File: config.mk
export PLATFORM = sky130hd
export DESIGN_NAME = sha512c_fifo
export DESIGN_NICKNAME = d
export VERILOG_FILES = /design/src/rtl/sha512c_pkg.sv /design/src/rtl/sha512c_fifo.sv
export VERILOG_INCLUDE_DIRS = /design/src /design/src/rtl
export SDC_FILE = /design/constraint.sdc
export NUM_CORES = 1
export LEC_CHECK = 0
export BUFFER_PORTS_ARGS = -buffer_cell sky130_fd_sc_hd__buf_2
export CORE_MARGIN = 4
export CORE_UTILIZATION = 55
export CTS_CLUSTER_DIAMETER = 120
export DETAILED_ROUTE_END_ITERATION = 6
export GPL_TIMING_DRIVEN = 0
export PLACE_DENSITY = 0.83
export REMOVE_ABC_BUFFERS = 1
export SLEW_MARGIN = 5
export SYNTH_ARGS = -nofsm -noshare
export SYNTH_HDL_FRONTEND = slang
export SYNTH_SLANG_ARGS = --single-unit
File: constraint.sdc
create_clock -name clk -period 7.4 [get_ports clk]
set_input_delay 0.74 -clock clk [delete_from_list [all_inputs] [get_ports clk]]
set_output_delay 0.74 -clock clk [all_outputs]
set_load 0.02 [all_outputs]
File: src/rtl/assert_macros.svh
// Assertion helper macros shared by the RTL files.
`ifndef ASSERT_MACROS_SVH
`define ASSERT_MACROS_SVH

// Implication checked at every clock edge outside reset.
`define ASSERT_IMPLY(label, clk, rst_n, pre, post) \
    label: assert property (@(posedge clk) disable iff (!rst_n) (pre) |-> (post)) \
        else $error("assertion failed");

// Implication whose consequent is checked in the next cycle.
`define ASSERT_NEXT(label, clk, rst_n, pre, post) \
    label: assert property (@(posedge clk) disable iff (!rst_n) (pre) |=> (post)) \
        else $error("assertion failed");

`endif

File: src/rtl/sha512c_pkg.sv
// ---------------------------------------------------------------------------
// SHA-512 compression package
// Types, round constants and the sigma functions shared by the block.
// ---------------------------------------------------------------------------
package sha512c_pkg;

    typedef logic [63:0] word_t;

    // Action codes of an input request.
    localparam logic ACT_LOAD = 1'b0;
    localparam logic ACT_MSG  = 1'b1;

    localparam int ROUNDS = 80;

    // Request handed from the front part to the compression engine.
    typedef struct packed {
        logic  is_msg;
        logic  start;
        word_t data;
    } cmd_t;

    typedef enum logic [1:0] {
        ST_IDLE,
        ST_ROUND,
        ST_ADD,
        ST_OUT
    } eng_state_t;

    function automatic word_t rotr(input word_t x, input int unsigned amt);
        rotr = (x >> amt) | (x << (64 - amt));
    endfunction

    function automatic word_t big_sigma0(input word_t x);
        big_sigma0 = rotr(x, 28) ^ rotr(x, 34) ^ rotr(x, 39);
    endfunction

    function automatic word_t big_sigma1(input word_t x);
        big_sigma1 = rotr(x, 14) ^ rotr(x, 18) ^ rotr(x, 41);
    endfunction

    function automatic word_t small_sigma0(input word_t x);
        small_sigma0 = rotr(x, 1) ^ rotr(x, 8) ^ (x >> 7);
    endfunction

    function automatic word_t small_sigma1(input word_t x);
        small_sigma1 = rotr(x, 19) ^ rotr(x, 61) ^ (x >> 6);
    endfunction

    // Standard SHA-512 round constant ROM.
    function automatic word_t round_k(input logic [6:0] idx);
        word_t k;
        case (idx)
            7'd0: k = 64'h428a2f98d728ae22;  7'd1: k = 64'h7137449123ef65cd;
            7'd2: k = 64'hb5c0fbcfec4d3b2f;  7'd3: k = 64'he9b5dba58189dbbc;
            7'd4: k = 64'h3956c25bf348b538;  7'd5: k = 64'h59f111f1b605d019;
            7'd6: k = 64'h923f82a4af194f9b;  7'd7: k = 64'hab1c5ed5da6d8118;
            7'd8: k = 64'hd807aa98a3030242;  7'd9: k = 64'h12835b0145706fbe;
            7'd10: k = 64'h243185be4ee4b28c; 7'd11: k = 64'h550c7dc3d5ffb4e2;
            7'd12: k = 64'h72be5d74f27b896f; 7'd13: k = 64'h80deb1fe3b1696b1;
            7'd14: k = 64'h9bdc06a725c71235; 7'd15: k = 64'hc19bf174cf692694;
            7'd16: k = 64'he49b69c19ef14ad2; 7'd17: k = 64'hefbe4786384f25e3;
            7'd18: k = 64'h0fc19dc68b8cd5b5; 7'd19: k = 64'h240ca1cc77ac9c65;
            7'd20: k = 64'h2de92c6f592b0275; 7'd21: k = 64'h4a7484aa6ea6e483;
            7'd22: k = 64'h5cb0a9dcbd41fbd4; 7'd23: k = 64'h76f988da831153b5;
            7'd24: k = 64'h983e5152ee66dfab; 7'd25: k = 64'ha831c66d2db43210;
            7'd26: k = 64'hb00327c898fb213f; 7'd27: k = 64'hbf597fc7beef0ee4;
            7'd28: k = 64'hc6e00bf33da88fc2; 7'd29: k = 64'hd5a79147930aa725;
            7'd30: k = 64'h06ca6351e003826f; 7'd31: k = 64'h142929670a0e6e70;
            7'd32: k = 64'h27b70a8546d22ffc; 7'd33: k = 64'h2e1b21385c26c926;
            7'd34: k = 64'h4d2c6dfc5ac42aed; 7'd35: k = 64'h53380d139d95b3df;
            7'd36: k = 64'h650a73548baf63de; 7'd37: k = 64'h766a0abb3c77b2a8;
            7'd38: k = 64'h81c2c92e47edaee6; 7'd39: k = 64'h92722c851482353b;
            7'd40: k = 64'ha2bfe8a14cf10364; 7'd41: k = 64'ha81a664bbc423001;
            7'd42: k = 64'hc24b8b70d0f89791; 7'd43: k = 64'hc76c51a30654be30;
            7'd44: k = 64'hd192e819d6ef5218; 7'd45: k = 64'hd69906245565a910;
            7'd46: k = 64'hf40e35855771202a; 7'd47: k = 64'h106aa07032bbd1b8;
            7'd48: k = 64'h19a4c116b8d2d0c8; 7'd49: k = 64'h1e376c085141ab53;
            7'd50: k = 64'h2748774cdf8eeb99; 7'd51: k = 64'h34b0bcb5e19b48a8;
            7'd52: k = 64'h391c0cb3c5c95a63; 7'd53: k = 64'h4ed8aa4ae3418acb;
            7'd54: k = 64'h5b9cca4f7763e373; 7'd55: k = 64'h682e6ff3d6b2b8a3;
            7'd56: k = 64'h748f82ee5defb2fc; 7'd57: k = 64'h78a5636f43172f60;
            7'd58: k = 64'h84c87814a1f0ab72; 7'd59: k = 64'h8cc702081a6439ec;
            7'd60: k = 64'h90befffa23631e28; 7'd61: k = 64'ha4506cebde82bde9;
            7'd62: k = 64'hbef9a3f7b2c67915; 7'd63: k = 64'hc67178f2e372532b;
            7'd64: k = 64'hca273eceea26619c; 7'd65: k = 64'hd186b8c721c0c207;
            7'd66: k = 64'heada7dd6cde0eb1e; 7'd67: k = 64'hf57d4f7fee6ed178;
            7'd68: k = 64'h06f067aa72176fba; 7'd69: k = 64'h0a637dc5a2c898a6;
            7'd70: k = 64'h113f9804bef90dae; 7'd71: k = 64'h1b710b35131c471b;
            7'd72: k = 64'h28db77f523047d84; 7'd73: k = 64'h32caab7b40c72493;
            7'd74: k = 64'h3c9ebe0a15c9bebc; 7'd75: k = 64'h431d67c49c100d4c;
            7'd76: k = 64'h4cc5d4becb3e42b6; 7'd77: k = 64'h597f299cfc657e2a;
            7'd78: k = 64'h5fcb6fab3ad6faec; 7'd79: k = 64'h6c44198c4a475817;
            default: k = '0;
        endcase
        round_k = k;
    endfunction

endpackage

File: src/rtl/sha512c_fifo.sv
// ---------------------------------------------------------------------------
// SHA-512 request queue
// Two-entry queue between the front part and the compression engine.
// ---------------------------------------------------------------------------
module sha512c_fifo
    import sha512c_pkg::*;
(
    input  logic clk,
    input  logic rst_n,
    input  logic push_valid,
    output logic push_ready,
    input  cmd_t push_cmd,
    output logic pop_valid,
    input  logic pop_ready,
    output cmd_t pop_cmd
);

    `include "assert_macros.svh"

    cmd_t       mem_reg [2];
    logic       wr_ptr_reg;
    logic       rd_ptr_reg;
    logic [1:0] count_reg;
    logic       push;
    logic       pop;

    assign push_ready = (count_reg != 2'd2);
    assign pop_valid  = (count_reg != 2'd0);
    assign pop_cmd    = mem_reg[rd_ptr_reg];
    assign push       = push_valid && push_ready;
    assign pop        = pop_valid && pop_ready;

    // Entry storage.
    always_ff @(posedge clk)
    begin
        if (push)
        begin
            mem_reg[wr_ptr_reg] <= push_cmd;
        end
    end

    // Pointers and fill count.
    always_ff @(posedge clk or negedge rst_n)
    begin
        if (!rst_n)
        begin
            wr_ptr_reg <= 1'b0;
            rd_ptr_reg <= 1'b0;
            count_reg  <= '0;
        end
        else
        begin
            if (push)
            begin
                wr_ptr_reg <= ~wr_ptr_reg;
            end
            if (pop)
            begin
                rd_ptr_reg <= ~rd_ptr_reg;
            end
            count_reg <= count_reg + {1'b0, push} - {1'b0, pop};
        end
    end

    `ASSERT_IMPLY(a_count_range, clk, rst_n, 1'b1, count_reg <= 2'd2)
    `ASSERT_IMPLY(a_ptr_match, clk, rst_n, count_reg == 2'd0 || count_reg == 2'd2,
        wr_ptr_reg == rd_ptr_reg)

endmodule

### After elaboration in Yosys (flattened, before gate mapping)

Memory sizes are Yosys's and may differ from the RTL's.
Index checks and enable logic that the tools add are counted.
Widths: inputs -> output; s select.

| word-level totals | value |
|---|---|
| bits in writable memories | 132 |
| input port bits | 70 |
| memories kept | 1 |
| register bits | 4 |
| word-level logic and storage cells | 14 |
| output and inout port bits | 68 |

| operators by class | value |
|---|---|
| muxes and demuxes | 2 |
| eq/ne operators | 1 |
| add/sub/neg operators | 2 |
| reductions and logical operators | 3 |
| bitwise logic cells | 2 |

Memories:

| memory | words | width | read ports | clocked after Yosys merged registers in | write ports | RTL line | text |
|---|---|---|---|---|---|---|---|
| mem_reg | 2 | 66 | 1 | 0 | 1 | sha512c_fifo.sv:20 | `cmd_t mem_reg [2];` |

Operators by type and width:

| operator | number |
|---|---|
| $add 2x1->2 | 1 |
| $logic_and 1x1->1 | 2 |
| $mux 1 | 2 |
| $ne 2x2->1 const B | 1 |
| $not 1->1 | 2 |
| $reduce_bool 2->1 | 1 |
| $sub 2x1->2 | 1 |

### Longest topological paths before layout

Gate-level depths: netlist (run 1).

| depth | value |
|---|---|
| depth after elaboration | 4 |
| gate-level depth with buffers | 7 |
| mapped depth without buffers | 7 |

### Least setup slack after synthesis (run 1)

No wires, ideal clock.

| timing path | value |
|---|---|
| kind | input -> register |
| start point | input port push_valid |
| end point | memory mem_reg[0][0] (netlist bit) (enable) |
| cell stages on the path | 2 |
| arrival time | 3.600 ns |
| setup time | 0.490 ns |
| required time | 6.910 ns |
| slack | 3.310 ns |
| path buffers | 0 |
| cell sequence | nand2_1 nor2_1 |

| between the ends | value |
|---|---|
| word-level cells in the longest chain between the ends | 3 |

Ends and longest elaborated chain:

| item | RTL line | text |
|---|---|---|
| from (decl) | sha512c_fifo.sv:10 | `input logic push_valid,` |
| $logic_and 1x1->1 | sha512c_fifo.sv:30 | `assign push = push_valid && push_ready;` |
| $mux 1 | sha512c_fifo.sv:36 | `if (push)` |
| $mux 1 (not written as such) | sha512c_fifo.sv:38 | `mem_reg[wr_ptr_reg] <= push_cmd;` |
| to (decl) | sha512c_fifo.sv:20 |  |

Every way passes these cells.

==> results of run 1 <==
cells in the mapped netlist, drive strengths merged:
| cell type | number |
|---|---|
| and2 | 1 |
| and3 | 1 |
| buf | 7 |
| dfrtp | 4 |
| edfxtp | 132 |
| ha | 2 |
| inv | 1 |
| mux2 | 66 |
| nand2 | 1 |
| nand2b | 1 |
| nor2 | 1 |
| or2 | 1 |
| xnor2 | 3 |
| xor2 | 1 |
cell families after synthesis:
family,after synthesis,share of synthesized area (%)
flip-flops,136,80.1
multiplexers,66,16.9
buffers and inverters,8,1.18
AND/OR/NAND/NOR,6,0.642
XOR/XNOR,4,0.691
adder cells (fa/ha/maj),2,0.493
worst max-delay path, stage by stage, from the launching register on:
cell     delay, ps
dfrtp_4        730
buf_16         300
mux2_2         380
buf_2          160
cell type report:
| class | count | area, um^2 |
|---|---|---|
| sequential | 136 | 4070 |
| fill | 564 | 2360 |
| multi-input combinational | 78 | 961 |
| timing repair buffer | 141 | 773 |
| clock buffer | 17 | 414 |
| tap | 108 | 135 |
| clock inverter | 12 | 130 |
| inverter | 1 | 3.75 |
power breakdown:
group	total, mW	switching (mW)	internal [mW]
Sequential	1.14	0.0816	1.05
Clock	0.768	0.295	0.473
Combinational	0.892	0.496	0.396
per-stage QoR:
stage                     std cells  hold slack [ps]  total power [mW]  instance area, um^2
final                           493             38.1              2.80                 6480
after floorplan                 215              444              1.77                 5020
after global routing            493             18.0              2.92                 6480
after CTS                       493             14.0              2.83                 6480
after global placement          460              477              2.05                 5840
after detailed placement        464              510              2.06                 5940
final timing paths:
kind / end / slack [ps] / cells past startpoint
setup / recovery: pop_cmd[63] / 4570 / 3
hold / removal: count_reg[0]$_DFF_PN0_ / 40 / 1
setup reg to reg: count_reg[1]$_DFF_PN0_ / 5620 / 7
hold reg to reg: count_reg[0]$_DFF_PN0_ / 520 / 1
max in group asynchronous: rd_ptr_reg$_DFFE_PN0P_ / 7230 / 1
min in group clk: mem_reg[0][11]$_DFFE_PP_ / 420 / 1
metal layers:
metal	part of all wire (%)	global-route usage (%)
met1	41	18.7
met5	0	0
met4	1.6	6.93
met3	5.8	5.59
met2	51	28.7
==> impl_metrics.env, run 1 <==
export IMPL_gp_congestion=0.653
export IMPL_clock_latency_ps=500
export IMPL_drtIter0Drc=60
export IMPL_setup_slack_ps=4570
export IMPL_ys_seq_area_share_pct=80.1
export IMPL_cp_end_kind="output port"
export IMPL_vias_per_cell=5.09
export IMPL_final_core_util_pct=73.3
export IMPL_fp_dieW_um=104
export IMPL_drc=0
export IMPL_max_slew_margin_pct=67.0
export IMPL_grt_max_degree=41
export IMPL_core_area_mm2=0.00885
export IMPL_antenna_found_initial=0
export IMPL_arrival_ps=2090
export IMPL_area_delta_synth_final_pct=27.8
export IMPL_layout_cells_most_common="buf_2"
export IMPL_pre_cts_ws_ps=5050
export IMPL_synth_avg_cell_area_um2=22.8
export IMPL_grt_pass1_vias=2800
export IMPL_ctsResizeCount=0
export IMPL_pin_count=138
export IMPL_cts_hold_buf=0
export IMPL_grt_ovfl_total=0
export IMPL_clkTransAtPathRegs_ps=60
export IMPL_synth_cells=222
export IMPL_grt_usage_pct=16.5
export IMPL_required_ps=6660
export IMPL_startpoint="rd_ptr_reg$_DFFE_PN0P_"
export IMPL_finalCriticalPeriod_ps=2830
export IMPL_routedWlPerCell_um=17.6
export IMPL_r2r_start="count_reg[1]$_DFF_PN0_"
export IMPL_cts_sinks=136
export IMPL_grt_pass1_wl_mm=13.8
export IMPL_synth_top_area_share_pct=78.1
export IMPL_num_vias=2508
export IMPL_p_leak_nw=2.55
export IMPL_diodes=0
export IMPL_cts_root_buf="clkbuf_8"
export IMPL_drive_gt1_share_pct=62.1
export IMPL_hold_violations=0
export IMPL_numPortBuffers=137
export IMPL_cts_tree="yes"
export IMPL_yosysUniqueCellTypes=17
export IMPL_worst_pin_slew_ps=494
export IMPL_cts_max_level=4
export IMPL_antenna_left=0
export IMPL_status="finished clean"
export IMPL_die_y_um=104
export IMPL_cts_setup_buffers=0
export IMPL_ctsLongestPathBuffers=2
export IMPL_setup_violations=0
export IMPL_yosys_warnings=0
export IMPL_cp_start_kind="flip-flop"
export IMPL_critPathMaxFanout=40
export IMPL_dp_hpwl_mm=5.81
export IMPL_largest_reg_flops=132
export IMPL_synth_seq_cells=136
export IMPL_synth_area_top_cells="edfxtp_1, mux2_4, mux2_2"
export IMPL_start_util_pct=57.3
export IMPL_yosysTopAreaCell="edfxtp_1"
export IMPL_drv_slew=0
export IMPL_period_share_pct=38.3
export IMPL_numCtsBuffers=17
export IMPL_max_freq_mhz=353
export IMPL_finClkSkew_ps=8.50
export IMPL_netlist_area_mm2=0.00507
export IMPL_path_class="flip-flop to output port"
export IMPL_drt_pass1_iterations=4
export IMPL_max_vdd_ir_drop_mv=0.235
export IMPL_floorplan_die_area_mm2=0.0108
export IMPL_hold_class="input port to async pin"
export IMPL_routed_wl_mm=8.67
export IMPL_power_density_mw_per_mm2=431
export IMPL_maxCapViolCount=0
export IMPL_layout_nets=447
export IMPL_rows=34
export IMPL_tns_ps=0
export IMPL_mostFrequentLayoutCells="buf_2, edfxtp_1, mux2_2"
export IMPL_rsz0062_at_grt="no"
Power figures use the tool's default switching activity.
==> run 2: changes to the inputs <==
--- a/config.mk
+++ b/config.mk
@@ -8,11 +8,11 @@
 export LEC_CHECK = 0
 export BUFFER_PORTS_ARGS = -buffer_cell sky130_fd_sc_hd__buf_2
 export CORE_MARGIN = 4
-export CORE_UTILIZATION = 55
+export CORE_UTILIZATION = 52
 export CTS_CLUSTER_DIAMETER = 120
 export DETAILED_ROUTE_END_ITERATION = 6
 export GPL_TIMING_DRIVEN = 0
-export PLACE_DENSITY = 0.83
+export PLACE_DENSITY = 0.79
 export REMOVE_ABC_BUFFERS = 1
 export SLEW_MARGIN = 5
 export SYNTH_ARGS = -nofsm -noshare
==> constraint.sdc (replaced) <==
create_clock -name clk -period 2.82 [get_ports clk]
set_input_delay 0.282 -clock clk [delete_from_list [all_inputs] [get_ports clk]]
set_output_delay 0.282 -clock clk [all_outputs]
set_load 0.02 [all_outputs]
==> impl_metrics.env, run 2 (same netlist as run 1, synthesis figures left out) <==
export IMPL_floorplan_die_area_mm2=0.0114
export IMPL_cts_sinks=136
export IMPL_nFillCells=582
export IMPL_layout_cells_most_common="buf_2"
export IMPL_area_delta_synth_final_pct=41.1
export IMPL_die_y_um=107
export IMPL_cts_max_level=4
export IMPL_required_ps=2540
export IMPL_grt_busiest_layer="met2"
export IMPL_drc=0
export IMPL_numCtsBuffers=17
export IMPL_fp_dieW_um=107
export IMPL_grt_pass1_vias=3170
export IMPL_drv_slew=0
export IMPL_critPathBufInv=2
export IMPL_cts_root_buf="clkbuf_8"
export IMPL_slowest_stage="dfrtp_4"
export IMPL_tns_ps=0
export IMPL_numPortBuffers=137
export IMPL_path_delay_family="flip-flops"
export IMPL_drive_gt1_share_pct=53.0
export IMPL_drt_pass1_iterations=4
export IMPL_path_class="flip-flop to output port"
export IMPL_start_util_pct=54.1
export IMPL_r2r_start="count_reg[1]$_DFF_PN0_"
export IMPL_grt_ovfl_total=0
export IMPL_num_vias=2828
export IMPL_layout_nets=514
export IMPL_hold_class="input port to flip-flop"
export IMPL_cp_start_kind="flip-flop"
export IMPL_rsz0062_at_grt="no"
export IMPL_critPathMaxFanout=38
export IMPL_routedWlPerCell_um=17.3
export IMPL_use_met2_pct=34.4
export IMPL_power_density_mw_per_mm2=1020
export IMPL_setup_violations=0
export IMPL_cts_setup_buffers=0
export IMPL_worst_pin_slew_ps=605
export IMPL_holdCritStartpoint="pop_ready"
export IMPL_diodes=0
export IMPL_dp_hpwl_mm=5.69
export IMPL_max_vdd_ir_drop_mv=0.559
export IMPL_pin_count=138
export IMPL_status="finished clean"
export IMPL_period_share_pct=86.7
export IMPL_core_area_mm2=0.00937
export IMPL_arrival_ps=2160
export IMPL_gp_congestion=0.698
export IMPL_drtIter0Drc=123
export IMPL_path_cells="buf_12 -> mux2_2 -> buf_2"
export IMPL_finalCriticalPeriod_ps=2450
export IMPL_grt_usage_pct=19.2
export IMPL_clock_latency_ps=500
export IMPL_grt_pass1_wl_mm=16.2
export IMPL_final_cells=584
export IMPL_max_slew_margin_pct=59.6
export IMPL_p_leak_nw=2.81
export IMPL_finClkSkew_ps=7.64
export IMPL_gr_usage_met1_pct=21.4
export IMPL_ctsLongestPathBuffers=2
export IMPL_ctsResizeCount=0
export IMPL_setup_slack_ps=375
export IMPL_max_freq_mhz=409
export IMPL_ff2ff_path_depth=4
export IMPL_rows=35
export IMPL_pre_cts_ws_ps=898
export IMPL_r2r_end="mem_reg[0][45]$_DFFE_PP_"
export IMPL_hold_violations=0
export IMPL_rrSetupSlack_ps=1040
export IMPL_maxCapViolCount=0
export IMPL_mostFrequentLayoutCells="buf_2, edfxtp_1, dlygate4sd3_1"
export IMPL_vias_per_cell=4.84
export IMPL_post_place_cells=485
export IMPL_antenna_found_initial=0
export IMPL_worstHoldPathCells=3
export IMPL_largest_reg_flops=132
export IMPL_grt_use_met3_pct=7.41
export IMPL_critPathMaxStageDelay_ps=770
export IMPL_cts_tree="yes"
export IMPL_cp_end_kind="output port"
export IMPL_worstHoldEndpoint="rd_ptr_reg$_DFFE_PN0P_"
export IMPL_antenna_left=0
export IMPL_routed_wl_mm=10.1
export IMPL_grt_max_degree=39
export IMPL_clkTransAtPathRegs_ps=60
[run 2: cell count changes in the layout (fill, tap and decap cells not counted)]
cell / change
clkinv_2: +1
clkinv_4: +1
clkinvlp_4: +1
dlygate4sd3_1: +67
bufinv_16: -2
inv_6: +1
clkinv_1: +1
[run 2: worst max path at each step]
| stage | to | slack [ps] | depth (start not counted) | from |
|---|---|---|---|---|
| after floorplan | mem_reg[0][0]$_DFFE_PP_ | -1190 | 3 | count_reg[1]$_DFF_PN0_ |
| after global placement | mem_reg[0][50]$_DFFE_PP_ | -2460 | 3 | count_reg[1]$_DFF_PN0_ |
| after detailed placement | pop_cmd[19] | 900 | 3 | rd_ptr_reg$_DFFE_PN0P_ |
| after CTS | pop_cmd[23] | 340 | 3 | rd_ptr_reg$_DFFE_PN0P_ |
| after global routing | pop_cmd[11] | 260 | 3 | rd_ptr_reg$_DFFE_PN0P_ |
| final | pop_cmd[11] | 370 | 3 | rd_ptr_reg$_DFFE_PN0P_ |
[run 2: per-stage QoR]
| stage | utilization (%) | area, um^2 | power (mW) | hold slack, ps |
|---|---|---|---|---|
| after CTS | 76.4 | 7160 | 7.37 | 78.2 |
| final | 76.4 | 7160 | 7.32 | 108 |
| after global routing | 76.4 | 7160 | 7.69 | 95.6 |
| after global placement | 62.6 | 5860 | 5.38 | 89.3 |
| after detailed placement | 63.7 | 5970 | 5.39 | 95.7 |
| after floorplan | - | 5020 | 4.66 | -13.6 |
[run 2: power by group]
part / internal, mW / switching (mW)
Clock: 1.08 / 0.819
Sequential: 2.77 / 0.230
Combinational: 1.10 / 1.33
Total: 4.94 / 2.38
[run 2: area by class of cell]
cell class,count,area [um^2],share of cell area (%)
inverter,1,3.75,0.0525
clock inverter,15,104,1.45
timing repair buffer,208,1440,20.2
sequential,136,4070,56.8
clock buffer,17,414,5.79
multi-input combinational,78,961,13.4
tap,129,161,2.26
[run 2: worst min-delay path: cells and delay by family]
family,cells,cell delay [ps]
simple gates,1,150
buf+inv,1,70
xor+xnor,1,70
[run 2: repair_timing]
| action | CTS | global route |
|---|---|---|
| endpoints found under the hold margin | 136 | 0 |
| setup endpoints to repair | 0 | 0 |
| hold buffers | 67 | 0 |
[run 2: routing by layer]
metal  up-vias  part of all wire (%)  wire [um]
li1       1329                     -          -
met1      1396                    40       4020
met2        99                    54       5480
met3         4                   5.6        562
met4         0                  0.50         51
met5         -                     0          0
