<file path="config.mk">
export PLATFORM = sky130hd
export DESIGN_NAME = sha512c_front_flat
export DESIGN_NICKNAME = d
export VERILOG_FILES = /design/src/rtl/assert_macros.svh /design/src/rtl/sha512c_pkg.sv /design/src/rtl/sha512c_if.sv /design/src/rtl/sha512c_front.sv /design/src/flat_wrapper.sv
export SDC_FILE = /design/constraint.sdc
export NUM_CORES = 1
export LEC_CHECK = 0
export ABC_AREA = 1
export BUFFER_PORTS_ARGS = -buffer_cell sky130_fd_sc_hd__buf_2
export CAP_MARGIN = 30
export CORE_MARGIN = 3
export CORE_UTILIZATION = 23
export CTS_CLUSTER_SIZE = 28
export DETAILED_ROUTE_END_ITERATION = 6
export MAX_ROUTING_LAYER = met4
export PLACE_DENSITY = 0.79
export SLEW_MARGIN = 10
export SYNTH_ARGS = -nofsm -noshare
export SYNTH_HDL_FRONTEND = slang
export SYNTH_SLANG_ARGS = --single-unit
export TNS_END_PERCENT = 30
</file>
<file path="constraint.sdc">
create_clock -name clk -period 0.9 [get_ports clk]
set_input_delay 0.09 -clock clk [delete_from_list [all_inputs] [get_ports clk]]
set_output_delay 0.09 -clock clk [all_outputs]
set_load 0.02 [all_outputs]
</file>
<file path="src/rtl/assert_macros.svh">
// Assertion helper macros shared by the RTL files.
`ifndef ASSERT_MACROS_SVH
`define ASSERT_MACROS_SVH

// Implication checked at every clock edge outside reset.
`define ASSERT_IMPLY(label, clk, rst_n, pre, post) \
    label: assert property (@(posedge clk) disable iff (!rst_n) (pre) |-> (post)) \
        else $error("assertion failed");

// Implication whose consequent is checked in the next cycle.
`define ASSERT_NEXT(label, clk, rst_n, pre, post) \
    label: assert property (@(posedge clk) disable iff (!rst_n) (pre) |=> (post)) \
        else $error("assertion failed");

`endif

</file>
<file path="src/rtl/sha512c_pkg.sv">
// ---------------------------------------------------------------------------
// SHA-512 compression package
// Types, round constants and the sigma functions shared by the block.
// ---------------------------------------------------------------------------
package sha512c_pkg;

    typedef logic [63:0] word_t;

    // Action codes of an input request.
    localparam logic ACT_LOAD = 1'b0;
    localparam logic ACT_MSG  = 1'b1;

    localparam int ROUNDS = 80;

    // Request handed from the front part to the compression engine.
    typedef struct packed {
        logic  is_msg;
        logic  start;
        word_t data;
    } cmd_t;

    typedef enum logic [1:0] {
        ST_IDLE,
        ST_ROUND,
        ST_ADD,
        ST_OUT
    } eng_state_t;

    function automatic word_t rotr(input word_t x, input int unsigned amt);
        rotr = (x >> amt) | (x << (64 - amt));
    endfunction

    function automatic word_t big_sigma0(input word_t x);
        big_sigma0 = rotr(x, 28) ^ rotr(x, 34) ^ rotr(x, 39);
    endfunction

    function automatic word_t big_sigma1(input word_t x);
        big_sigma1 = rotr(x, 14) ^ rotr(x, 18) ^ rotr(x, 41);
    endfunction

    function automatic word_t small_sigma0(input word_t x);
        small_sigma0 = rotr(x, 1) ^ rotr(x, 8) ^ (x >> 7);
    endfunction

    function automatic word_t small_sigma1(input word_t x);
        small_sigma1 = rotr(x, 19) ^ rotr(x, 61) ^ (x >> 6);
    endfunction

    // Standard SHA-512 round constant ROM.
    function automatic word_t round_k(input logic [6:0] idx);
        word_t k;
        case (idx)
            7'd0: k = 64'h428a2f98d728ae22;  7'd1: k = 64'h7137449123ef65cd;
            7'd2: k = 64'hb5c0fbcfec4d3b2f;  7'd3: k = 64'he9b5dba58189dbbc;
            7'd4: k = 64'h3956c25bf348b538;  7'd5: k = 64'h59f111f1b605d019;
            7'd6: k = 64'h923f82a4af194f9b;  7'd7: k = 64'hab1c5ed5da6d8118;
            7'd8: k = 64'hd807aa98a3030242;  7'd9: k = 64'h12835b0145706fbe;
            7'd10: k = 64'h243185be4ee4b28c; 7'd11: k = 64'h550c7dc3d5ffb4e2;
            7'd12: k = 64'h72be5d74f27b896f; 7'd13: k = 64'h80deb1fe3b1696b1;
            7'd14: k = 64'h9bdc06a725c71235; 7'd15: k = 64'hc19bf174cf692694;
            7'd16: k = 64'he49b69c19ef14ad2; 7'd17: k = 64'hefbe4786384f25e3;
            7'd18: k = 64'h0fc19dc68b8cd5b5; 7'd19: k = 64'h240ca1cc77ac9c65;
            7'd20: k = 64'h2de92c6f592b0275; 7'd21: k = 64'h4a7484aa6ea6e483;
            7'd22: k = 64'h5cb0a9dcbd41fbd4; 7'd23: k = 64'h76f988da831153b5;
            7'd24: k = 64'h983e5152ee66dfab; 7'd25: k = 64'ha831c66d2db43210;
            7'd26: k = 64'hb00327c898fb213f; 7'd27: k = 64'hbf597fc7beef0ee4;
            7'd28: k = 64'hc6e00bf33da88fc2; 7'd29: k = 64'hd5a79147930aa725;
            7'd30: k = 64'h06ca6351e003826f; 7'd31: k = 64'h142929670a0e6e70;
            7'd32: k = 64'h27b70a8546d22ffc; 7'd33: k = 64'h2e1b21385c26c926;
            7'd34: k = 64'h4d2c6dfc5ac42aed; 7'd35: k = 64'h53380d139d95b3df;
            7'd36: k = 64'h650a73548baf63de; 7'd37: k = 64'h766a0abb3c77b2a8;
            7'd38: k = 64'h81c2c92e47edaee6; 7'd39: k = 64'h92722c851482353b;
            7'd40: k = 64'ha2bfe8a14cf10364; 7'd41: k = 64'ha81a664bbc423001;
            7'd42: k = 64'hc24b8b70d0f89791; 7'd43: k = 64'hc76c51a30654be30;
            7'd44: k = 64'hd192e819d6ef5218; 7'd45: k = 64'hd69906245565a910;
            7'd46: k = 64'hf40e35855771202a; 7'd47: k = 64'h106aa07032bbd1b8;
            7'd48: k = 64'h19a4c116b8d2d0c8; 7'd49: k = 64'h1e376c085141ab53;
            7'd50: k = 64'h2748774cdf8eeb99; 7'd51: k = 64'h34b0bcb5e19b48a8;
            7'd52: k = 64'h391c0cb3c5c95a63; 7'd53: k = 64'h4ed8aa4ae3418acb;
            7'd54: k = 64'h5b9cca4f7763e373; 7'd55: k = 64'h682e6ff3d6b2b8a3;
            7'd56: k = 64'h748f82ee5defb2fc; 7'd57: k = 64'h78a5636f43172f60;
            7'd58: k = 64'h84c87814a1f0ab72; 7'd59: k = 64'h8cc702081a6439ec;
            7'd60: k = 64'h90befffa23631e28; 7'd61: k = 64'ha4506cebde82bde9;
            7'd62: k = 64'hbef9a3f7b2c67915; 7'd63: k = 64'hc67178f2e372532b;
            7'd64: k = 64'hca273eceea26619c; 7'd65: k = 64'hd186b8c721c0c207;
            7'd66: k = 64'heada7dd6cde0eb1e; 7'd67: k = 64'hf57d4f7fee6ed178;
            7'd68: k = 64'h06f067aa72176fba; 7'd69: k = 64'h0a637dc5a2c898a6;
            7'd70: k = 64'h113f9804bef90dae; 7'd71: k = 64'h1b710b35131c471b;
            7'd72: k = 64'h28db77f523047d84; 7'd73: k = 64'h32caab7b40c72493;
            7'd74: k = 64'h3c9ebe0a15c9bebc; 7'd75: k = 64'h431d67c49c100d4c;
            7'd76: k = 64'h4cc5d4becb3e42b6; 7'd77: k = 64'h597f299cfc657e2a;
            7'd78: k = 64'h5fcb6fab3ad6faec; 7'd79: k = 64'h6c44198c4a475817;
            default: k = '0;
        endcase
        round_k = k;
    endfunction

endpackage

</file>
<file path="src/rtl/sha512c_if.sv">
// ---------------------------------------------------------------------------
// SHA-512 stream interfaces
// Valid/ready channels for input requests and hash words.
// ---------------------------------------------------------------------------
interface sha512c_in_if;
    logic        valid;
    logic        ready;
    logic        action;
    logic [63:0] data_word;

    modport source (output valid, output action, output data_word, input ready);
    modport sink (input valid, input action, input data_word, output ready);
endinterface


</file>
<file path="src/rtl/sha512c_front.sv">
// ---------------------------------------------------------------------------
// SHA-512 front part
// Accepts requests, tracks the message slot and marks the block-ending word.
// ---------------------------------------------------------------------------
module sha512c_front
    import sha512c_pkg::*;
(
    input  logic  clk,
    input  logic  rst_n,
    sha512c_in_if.sink in_ch,
    output logic  cmd_valid,
    input  logic  cmd_ready,
    output cmd_t  cmd
);

    logic [3:0] msg_cnt_reg;
    logic [3:0] msg_cnt_next;

    assign in_ch.ready   = cmd_ready;
    assign cmd_valid     = in_ch.valid;
    assign cmd.is_msg    = (in_ch.action == ACT_MSG);
    assign cmd.start     = (in_ch.action == ACT_MSG) && (msg_cnt_reg == 4'd15);
    assign cmd.data      = in_ch.data_word;

    // Next message slot, wrapping after sixteen words.
    always_comb
    begin
        msg_cnt_next = msg_cnt_reg;
        if (in_ch.valid && cmd_ready && in_ch.action == ACT_MSG)
        begin
            msg_cnt_next = msg_cnt_reg + 4'd1;
        end
    end

    always_ff @(posedge clk or negedge rst_n)
    begin
        if (!rst_n)
        begin
            msg_cnt_reg <= '0;
        end
        else
        begin
            msg_cnt_reg <= msg_cnt_next;
        end
    end

endmodule

</file>
<file path="src/flat_wrapper.sv">
// flat-port wrapper written by rule: the top's interface ports become plain ports
module sha512c_front_flat import sha512c_pkg::*;
  (clk, rst_n, cmd_valid, cmd_ready, cmd, in_ch_valid, in_ch_action, in_ch_data_word, in_ch_ready);
  sha512c_in_if in_ch_i ();
  input  logic clk;
  input  logic rst_n;
  output logic cmd_valid;
  input  logic cmd_ready;
  output cmd_t cmd;
  input wire logic [$bits(in_ch_i.valid)-1:0] in_ch_valid;
  input wire logic [$bits(in_ch_i.action)-1:0] in_ch_action;
  input wire logic [$bits(in_ch_i.data_word)-1:0] in_ch_data_word;
  output wire logic [$bits(in_ch_i.ready)-1:0] in_ch_ready;
  assign in_ch_i.valid = in_ch_valid;
  assign in_ch_i.action = in_ch_action;
  assign in_ch_i.data_word = in_ch_data_word;
  assign in_ch_ready = in_ch_i.ready;
  sha512c_front u_core (.clk(clk), .rst_n(rst_n), .in_ch(in_ch_i), .cmd_valid(cmd_valid), .cmd_ready(cmd_ready), .cmd(cmd));
endmodule
</file>
======== After elaboration in Yosys (flattened, before gate mapping) ========
Index checks and enable logic that the tools add are counted.
word-level totals
  flip-flop bits (word level) ............. 4
  input bits .............................. 69
  output and inout bits ................... 68
  word-level logic and storage cells ...... 6
operators by class
  $add $sub $neg .......................... 1
  equality and inequality tests ........... 1
  reductions and logical operators ........ 3
operators by type and width
  cell                                         count
  adder 4 x 1 -> 4 bit, second input constant  1
  equality test 4 bit, second input constant   1
  logical AND 1 bit                            3

======== Depth between registers and ports, before layout ========
Gate-level depths: netlist (run 1).
  depth after elaboration ................. 2
  depth in mapped cells ................... 5
  mapped depth without buffers ............ 5

======== Worst setup path after synthesis (run 1) ========
No wires, ideal clock.
  kind .................................... register to register
  start ................................... register u_core.msg_cnt_reg[0]
  end ..................................... register u_core.msg_cnt_reg[2]
  setup time .............................. 125 ps
  data arrival time ....................... 826 ps
  required time ........................... 775 ps
  setup slack ............................. -51 ps
  cell stages (with the launch flop) ...... 5
  path buffers ............................ 0
  period minus slack after synthesis ...... 951 ps
  cells stage by stage .................... dfrtp_1 ha_1 nand2_1 nor2_1 xor2_1
on the way
  longest elaborated chain between the ends .. 1
RTL lines
  item                    RTL line             source
  start, declared         sha512c_front.sv:16  logic [3:0] msg_cnt_reg;
  start signal, assigned  sha512c_front.sv:43  msg_cnt_reg <= msg_cnt_next;
  adder 4 x 1 -> 4 bit    sha512c_front.sv:31  msg_cnt_next = msg_cnt_reg + 4'd1;
No other way between the ends.
A chain may end at the register's enable or synchronous reset.

==> results of run 1 <==
-- logic make-up after synthesis --
family                   share of synthesized area
adder cells (fa/ha/maj)                     0.0177
buffers and inverters                        0.723
XOR/XNOR                                    0.0248
AND/OR/NAND/NOR                             0.0922
flip-flops                                   0.142
-- cell usage after synthesis (all sizes together) --
cell type	number	area share
buf	67	0.71
ha	1	0.018
inv	2	0.011
xor2	1	0.012
dfrtp	4	0.14
xnor2	1	0.012
nand2	11	0.059
nand4	1	0.0089
nor2	2	0.011
nand3	2	0.014
-- power breakdown --
part / internal (mW) / leakage, nW / switching (mW)
clock: 0.149 / 0.0138 / 0.0777
sequential: 0.268 / 0.0496 / 0.0761
combinational: 0.177 / 0.114 / 0.166
-- layer usage --
| layer | track usage | vias up | part of all wire |
|---|---|---|---|
| met2 | 0.0574 | 31 | 0.35 |
| met3 | 0.0335 | 30 | 0.22 |
| li1 | - | 107 | - |
| met1 | 0.0351 | 109 | 0.22 |
| met5 | - | - | 0 |
| met4 | 0.164 | 0 | 0.21 |
-- worst min-delay path by stage --
stage                                             end  slack (ns)  cells past startpoint
CTS                                            cmd[0]        0.18                      0
finish                                        cmd[19]        0.18                      0
global route                                  cmd[19]        0.18                      0
global placement    u_core.msg_cnt_reg[3]$_DFFE_PN0P_        -0.1                      1
detailed placement  u_core.msg_cnt_reg[3]$_DFFE_PN0P_        -0.1                      1
floorplan           u_core.msg_cnt_reg[0]$_DFFE_PN0P_       -0.21                      0
-- final cells by class --
class                           count  share of cell area
Clock buffer                        3              0.0638
Inverter                            2              0.0213
Multi-Input combinational cell     19               0.319
Sequential cell                     4               0.284
Tap cell                           31               0.110
Timing Repair Buffer               11               0.202
-- stage by stage --
stage | hold slack, ns | util | setup slack, ns | std cells | TNS, ns
final | 0.180 | 0.125 | -0.231 | 70 | -0.283
after CTS | 0.180 | 0.119 | -0.272 | 70 | -0.306
after detailed placement | -0.0982 | 0.105 | -0.0523 | 66 | -0.0747
after floorplan | -0.206 | - | -0.0512 | 92 | -0.102
after global routing | 0.180 | 0.125 | -0.288 | 70 | -0.475
after global placement | -0.0999 | 0.105 | -0.0198 | 66 | -0.0198
-- timing repair --
action / in CTS / in global routing
endpoints found under the setup margin: 3 / 4
pin swaps: 1 / 2
resized for setup: 3 / 4
hold endpoints to repair: 4 / 0
hold buffers: 1 / 0
==> flow_summary.toml, run 1 <==
[critical_path]
crit_type = "flop to primary output"
endpoint = "cmd[64]"
worstReg2RegEnd = "u_core.msg_cnt_reg[2]$_DFFE_PN0P_"
cp_cell_sequence = "ha_2 -> nand2_4 -> nor2_4 -> buf_6"
critical_path.startpoint = "u_core.msg_cnt_reg[1]$_DFFE_PN0P_"
r2r-start = "u_core.msg_cnt_reg[1]$_DFFE_PN0P_"
required_ns = 0.81
reg2reg_depth = 4
rrSetupSlack_ns = -0.05
max_stage_delay_ns = 0.38
critical_path.max_fanout = 2
path_delay_family = "flip-flops"
cp-end-kind = "primary output"
start_kind = "flop"
crit_buf_inv = 1
cp_num_cells = 4
crit_slowest_cell = "dfrtp_1"
cp.arrival_ns = 1.04

[detailed_routing]
routedWlPerCell_um = 13.4
drc = 0
detail_route.vias_per_cell = 3.96
wl_um = 941
dr.pass1.iters = 2
ant_nets = 0
vias = 277
drtIter0Drc = 11

[timing]
fin_crit_sh = 1.26
skew_ns = 0.00311
report.final.hold_viol_count = 0
drv_slew = 0
worstMarginPinSlew_ns = 0.173
rsz0062_at_grt = "true"
max-slew-margin-rel = 0.885
layout_setup_ws_ns = -0.231
finalSetupViolCount = 2
fin_crit_ns = 1.13
fmax_mhz = 884

[cells_and_area]
mostFrequentLayoutCells = "10 x nand2_1, 7 x buf_2, 4 x dfrtp_1, 3 x clkbuf_4"
fin_nets = 111
diodes = 0
n_fill_cell = 324
multi_input_area_um2 = 113
final_area_um2 = 353
seqCellArea_um2 = 100
final_common_cell = "nand2_1"
largest_reg_flops = 4
layout-drive-gt1-share = 0.410
syn_to_final_growth_pct = -50.0

[global_routing]
grt_overflow = 0
antenna_found_initial = 0
first_global_vias = 325
grt_max_degree = 5
grt_pass1_wl_um = 1520
grt.total_usage = 0.0600

[synth]
yosysUniqueCellTypes = 10
netlist_area_um2 = 706
postSynthAreaPerCell_um2 = 7.67
synth_cells = 92
ys.warnings.count = 0
seq_area_frac_synth = 0.142
ys_ff_latch = 4
synthesis.nets = 162

[power_and_ir_drop]
power_per_cell_area_nw_per_um2 = 2590
finalPower_uw = 914
total_leakage_power_nw = 0.177
ir_drop_mv = 1.00

[flow_run]
maxCapViolations = 0

[clocking]
cts_buffer_depth = 2
cts_root_buffer = "clkbuf_4"
insertion_delay_ns = 0.24
numCtsBuffers = 3
numClockSinks = 4
path_clk_slew_ns = 0.04
cts_tree = "done"
h-tree-depth = 1
post_cts_buffers = 0

[place]
gp_congestion = 0.652
io_buffers = 8
dpl_cell_area_um2 = 297
place_hpwl_um = 715

[worst_hold_path]
worstHoldStart = "in_ch_data_word[19]"
min_path_type = "input pin to primary output"

[floorplanning]
core_area_um2 = 2830
pin_count = 137
die_area_um2 = 3770
die_height_um = 61.4
rows = 19
initial_core_util = 0.249
die_w_um = 61.4

[status]
violations = "negative setup slack"
status = "complete, but fails checks"
Note: power is estimated with default switching activity, not from simulation.
==> run 2, diff against run 1 <==
==> constraint.sdc (replaced) <==
create_clock -name clk -period 0.9 [get_ports clk]
set_input_delay 0.09 -clock clk [delete_from_list [all_inputs] [get_ports clk]]
set_output_delay 0.09 -clock clk [all_outputs]
set_load 0.005 [all_outputs]
==> run 2 against run 1 <==
  * The flow still finishes with violations (negative setup slack)
  * First-iteration DRC count shrank 64%
  * Critical path depth is the same
  * Routed wire length grew 8.5%
  * Final cell count grew 2.9%
  * Die area is the same
  * Count of clock-buffer cells in the layout is the same
  * Hold slack is essentially flat
==> flow_summary.toml, run 2 (synthesis gave the netlist of run 1 again) <==
[status]
status = "complete, but fails checks"
violations = "negative setup slack"

[critical_path]
required_ns = 0.81
max_stage_delay_ns = 0.39
crit_buf_inv = 1
cp-end-kind = "primary output"
start_kind = "flop"
crit_type = "flop to primary output"
cp.arrival_ns = 1.02
cp_cell_sequence = "ha_2 -> nand2_2 -> nor2_1 -> buf_2"
critical_path.max_fanout = 2
path_delay_family = "flip-flops"
crit_slowest_cell = "dfrtp_1"

[global_routing]
grt_pass1_wl_um = 1510
first_global_vias = 362
antenna_found_initial = 0
grt.total_usage = 0.0592
grt_max_degree = 5
grt_overflow = 0

[timing]
finalSetupViolCount = 3
max-slew-margin-rel = 0.876
fin_crit_ns = 1.11
fin_crit_sh = 1.23
fmax_mhz = 902
worstMarginPinSlew_ns = 0.185
skew_ns = 0.00586
rsz0062_at_grt = "true"
layout_setup_ws_ns = -0.209
setup_tns_ns = -0.340
report.final.hold_viol_count = 0
drv_slew = 0

[floorplanning]
die_area_um2 = 3770
pin_count = 137
core_area_um2 = 2830
rows = 19
initial_core_util = 0.249
die_height_um = 61.4
die_w_um = 61.4

[clocking]
insertion_delay_ns = 0.24
h-tree-depth = 1
cts_buffer_depth = 2
numCtsBuffers = 3
cts_root_buffer = "clkbuf_4"
cts_tree = "done"
path_clk_slew_ns = 0.03
numClockSinks = 4

[power_and_ir_drop]
ir_drop_mv = 0.818
swShare = 0.342
finalPower_mw = 1.01
intPower_uw = 667
pwr-share-seq = 0.348
power_per_cell_area_nw_per_um2 = 2800
power_switching_uw = 346
clock_power_share = 0.222
pwr-share-comb = 0.430
total_leakage_power_nw = 0.182

[place]
dpl_cell_area_um2 = 299
dp_cells = 66
gp_congestion = 0.665
io_buffers = 8

[flow_run]
maxCapViolations = 0

[cells_and_area]
n_fill_cell = 320
syn_to_final_growth_pct = -48.8
final_area_um2 = 362
postLayoutCoreUtil = 0.128
fin_nets = 113
layout-drive-gt1-share = 0.439
instances_no_fill = 72
largest_reg_flops = 4
final_common_cell = "nand2_1"
mostFrequentLayoutCells = "10 x nand2_1, 8 x buf_2, 4 x dfrtp_1, 3 x clkbuf_4"
diodes = 0

[worst_hold_path]
min_path_type = "input pin to primary output"

[detailed_routing]
detail_route.vias_per_cell = 4.04
wl_um = 1020
routedWlPerCell_um = 14.2
vias = 291
dr.pass1.iters = 3
ant_nets = 0
drc = 0
drtIter0Drc = 4
==> run 2: changes by cell type in the layout (fill, tap and decap cells not counted), sizes merged <==
cell  change
buf       +2
==> run 2: layout make-up <==
type / count / area (µm²) / area share
clock buffers: 3 / 22.5 / 0.0623
multi-input cells: 19 / 105 / 0.291
flip-flops and latches: 4 / 100 / 0.277
repair buffers: 13 / 87.6 / 0.242
inverters: 2 / 7.51 / 0.0208
well taps: 31 / 38.8 / 0.107
==> run 2: power groups by stage <==
stage	Combinational, mW	Clock (mW)	Sequential [mW]
floorplan	0.388	0	0.347
global placement	0.284	0	0.336
detailed placement	0.303	0	0.346
CTS	0.318	0.234	0.344
global route	0.480	0.247	0.357
finish	0.436	0.225	0.353
==> run 2: what timing repair did <==
action,in CTS,in global routing
setup buffers,0,2
hold buffers,1,0
endpoints found under the hold margin,4,0
setup endpoints to repair,2,4
resized for setup,1,3
pin swaps,0,3
==> run 2: final timing paths <==
path	startpoint	end	slack, ns	cells after the start
min in group asynchronous	rst_n	u_core.msg_cnt_reg[1]$_DFFE_PN0P_	0.20	2
min reg2reg	u_core.msg_cnt_reg[3]$_DFFE_PN0P_	u_core.msg_cnt_reg[3]$_DFFE_PN0P_	0.55	2
min	in_ch_data_word[18]	cmd[18]	0.18	0
max reg2reg	u_core.msg_cnt_reg[1]$_DFFE_PN0P_	u_core.msg_cnt_reg[3]$_DFFE_PN0P_	-0.09	6
max	u_core.msg_cnt_reg[0]$_DFFE_PN0P_	cmd[64]	-0.21	4
max in group asynchronous	rst_n	u_core.msg_cnt_reg[3]$_DFFE_PN0P_	0.57	2
==> run 2: metal layers <==
layer | vias up | part of all wire | track usage
met1 | 124 | 0.23 | 0.0314
met4 | 0 | 0.19 | 0.148
met2 | 23 | 0.36 | 0.0634
met3 | 34 | 0.22 | 0.0377
li1 | 110 | - | -
met5 | - | 0 | -
==> run 2: through the flow <==
step	hold WS (ns)	setup slack [ns]
floorplan	-0.206	-0.0226
global placement	-0.0921	-0.0000940
detailed placement	-0.0948	-0.0260
CTS	0.180	-0.209
global route	0.180	-0.266
finish	0.180	-0.209
==> run 3, diff against run 2 <==
--- a/config.mk
+++ b/config.mk
@@ -14,6 +14,7 @@
 export DETAILED_ROUTE_END_ITERATION = 6
 export MAX_ROUTING_LAYER = met4
 export PLACE_DENSITY = 0.79
+export RECOVER_POWER = 100
 export SLEW_MARGIN = 10
 export SYNTH_ARGS = -nofsm -noshare
 export SYNTH_HDL_FRONTEND = slang
==> run 3 against run 2 <==
  * The flow still finishes with violations (negative setup slack)
  * Sequential share of layout area increased by 0.29 points
  * Flip-flop and latch count stayed put
  * Design area is 1.0% lower
  * Largest cell class unchanged
  * Highest routed layer unchanged
==> flow_summary.toml, run 3 (synthesis gave the netlist of run 1 again) <==
[timing]
drv_slew = 0
layout_setup_ws_ns = -0.209
hold_ws_ns = 0.180
finalSetupViolCount = 3
fin_crit_sh = 1.23
skew_ns = 0.00590
worstMarginPinSlew_ns = 0.239
rsz0062_at_grt = "true"
report.final.hold_viol_count = 0
fin_crit_ns = 1.11
fmax_mhz = 902
max-slew-margin-rel = 0.841
setup_tns_ns = -0.340

[clocking]
insertion_delay_ns = 0.24
path_clk_slew_ns = 0.03
numCtsBuffers = 3
cts_buffer_depth = 2
cts_root_buffer = "clkbuf_4"
h-tree-depth = 1
numClockSinks = 4
cts_tree = "done"

[detailed_routing]
drc = 0
detail_route.vias_per_cell = 4.03
dr.pass1.iters = 3
vias = 290
ant_nets = 0
drtIter0Drc = 4
routedWlPerCell_um = 14.2
wl_um = 1020

[power_and_ir_drop]
finalPower_mw = 1.01
clock_power_share = 0.222
intPower_uw = 666
swShare = 0.342
ir_drop_mv = 0.819
pwr-share-comb = 0.429
pwr-share-seq = 0.349
total_leakage_power_nw = 0.174
power_switching_uw = 347
power_per_cell_area_nw_per_um2 = 2830

[place]
dp_cells = 66
io_buffers = 8
dpl_cell_area_um2 = 299
gp_congestion = 0.665

[global_routing]
grt_overflow = 0
grt_max_degree = 5
grt_pass1_wl_um = 1510
antenna_found_initial = 0
grt.total_usage = 0.0592
first_global_vias = 362

[worst_hold_path]
min_path_type = "input pin to primary output"

[floorplanning]
die_w_um = 61.4
die_area_um2 = 3770
rows = 19
initial_core_util = 0.249
core_area_um2 = 2830
die_height_um = 61.4
pin_count = 137

[cells_and_area]
final_common_cell = "nand2_1"
fin_nets = 113
final_area_um2 = 358
instances_no_fill = 72
syn_to_final_growth_pct = -49.3
diodes = 0
mostFrequentLayoutCells = "10 x nand2_1, 5 x buf_2, 4 x dfrtp_1, 3 x clkbuf_4, 3 x clkbuf_1"
layout-drive-gt1-share = 0.366
largest_reg_flops = 4

[critical_path]
required_ns = 0.81
cp-end-kind = "primary output"
critical_path.max_fanout = 2
crit_type = "flop to primary output"
rrSetupSlack_ns = -0.09
start_kind = "flop"
cp.arrival_ns = 1.02

[status]
violations = "negative setup slack"
status = "complete, but fails checks"

[flow_run]
maxCapViolations = 0
run 3: cell count changes in the layout (fill, tap and decap cells not counted):
cell      delta
clkbuf_1     +3
buf_2        -3
run 3: timing repair:
action | in CTS | in global routing
endpoints found under the setup margin | 2 | 4
hold endpoints to repair | 4 | 0
buffers inserted | 0 | 2
pin swaps | 0 | 3
gates resized for setup | 1 | 3
hold buffers | 1 | 0
run 3: worst paths after layout:
| path | from | endpoint | depth (start not counted) |
|---|---|---|---|
| setup / recovery | u_core.msg_cnt_reg[0]$_DFFE_PN0P_ | cmd[64] | 4 |
| min in group asynchronous | rst_n | u_core.msg_cnt_reg[1]$_DFFE_PN0P_ | 2 |
| max in group asynchronous | rst_n | u_core.msg_cnt_reg[3]$_DFFE_PN0P_ | 2 |
| hold / removal | in_ch_data_word[18] | cmd[18] | 0 |
| hold reg to reg | u_core.msg_cnt_reg[3]$_DFFE_PN0P_ | u_core.msg_cnt_reg[3]$_DFFE_PN0P_ | 2 |
| setup reg to reg | u_core.msg_cnt_reg[1]$_DFFE_PN0P_ | u_core.msg_cnt_reg[3]$_DFFE_PN0P_ | 6 |
run 3: metal layers:
metal  up-vias  track usage  part of all wire
met5         -            -                 0
met4         0        0.148              0.19
met3        34       0.0377              0.22
met2        23       0.0634              0.36
met1       123       0.0314              0.24
li1        110            -                 -
run 3: final cells by class:
cell class                 instances  area [µm²]
fill                             320        2470
multi-input combinational         19         105
sequential                         4         100
timing repair buffer              13        83.8
tap                               31        38.8
clock buffer                       3        22.5
inverter                           2        7.51
run 3: worst max-delay path, stage by stage, from the launching register on:
cell and delay, ns:
dfrtp_1 0.39, ha_2 0.19, nand2_2 0.06, nor2_1 0.04, buf_2 0.12
run 3: power by group through the flow:
stage,Clock [mW],Sequential (mW),Combinational (mW)
floorplan,0,0.347,0.388
global placement,0,0.336,0.284
detailed placement,0,0.346,0.303
CTS,0.234,0.344,0.318
global route,0.247,0.357,0.478
finish,0.225,0.353,0.434
run 3: metrics by stage:
stage                     setup WS [ns]   util
final                            -0.209  0.126
after global routing             -0.266  0.126
after CTS                        -0.209  0.118
after detailed placement        -0.0260  0.106
after global placement       -0.0000940  0.106
after floorplan                 -0.0226      -
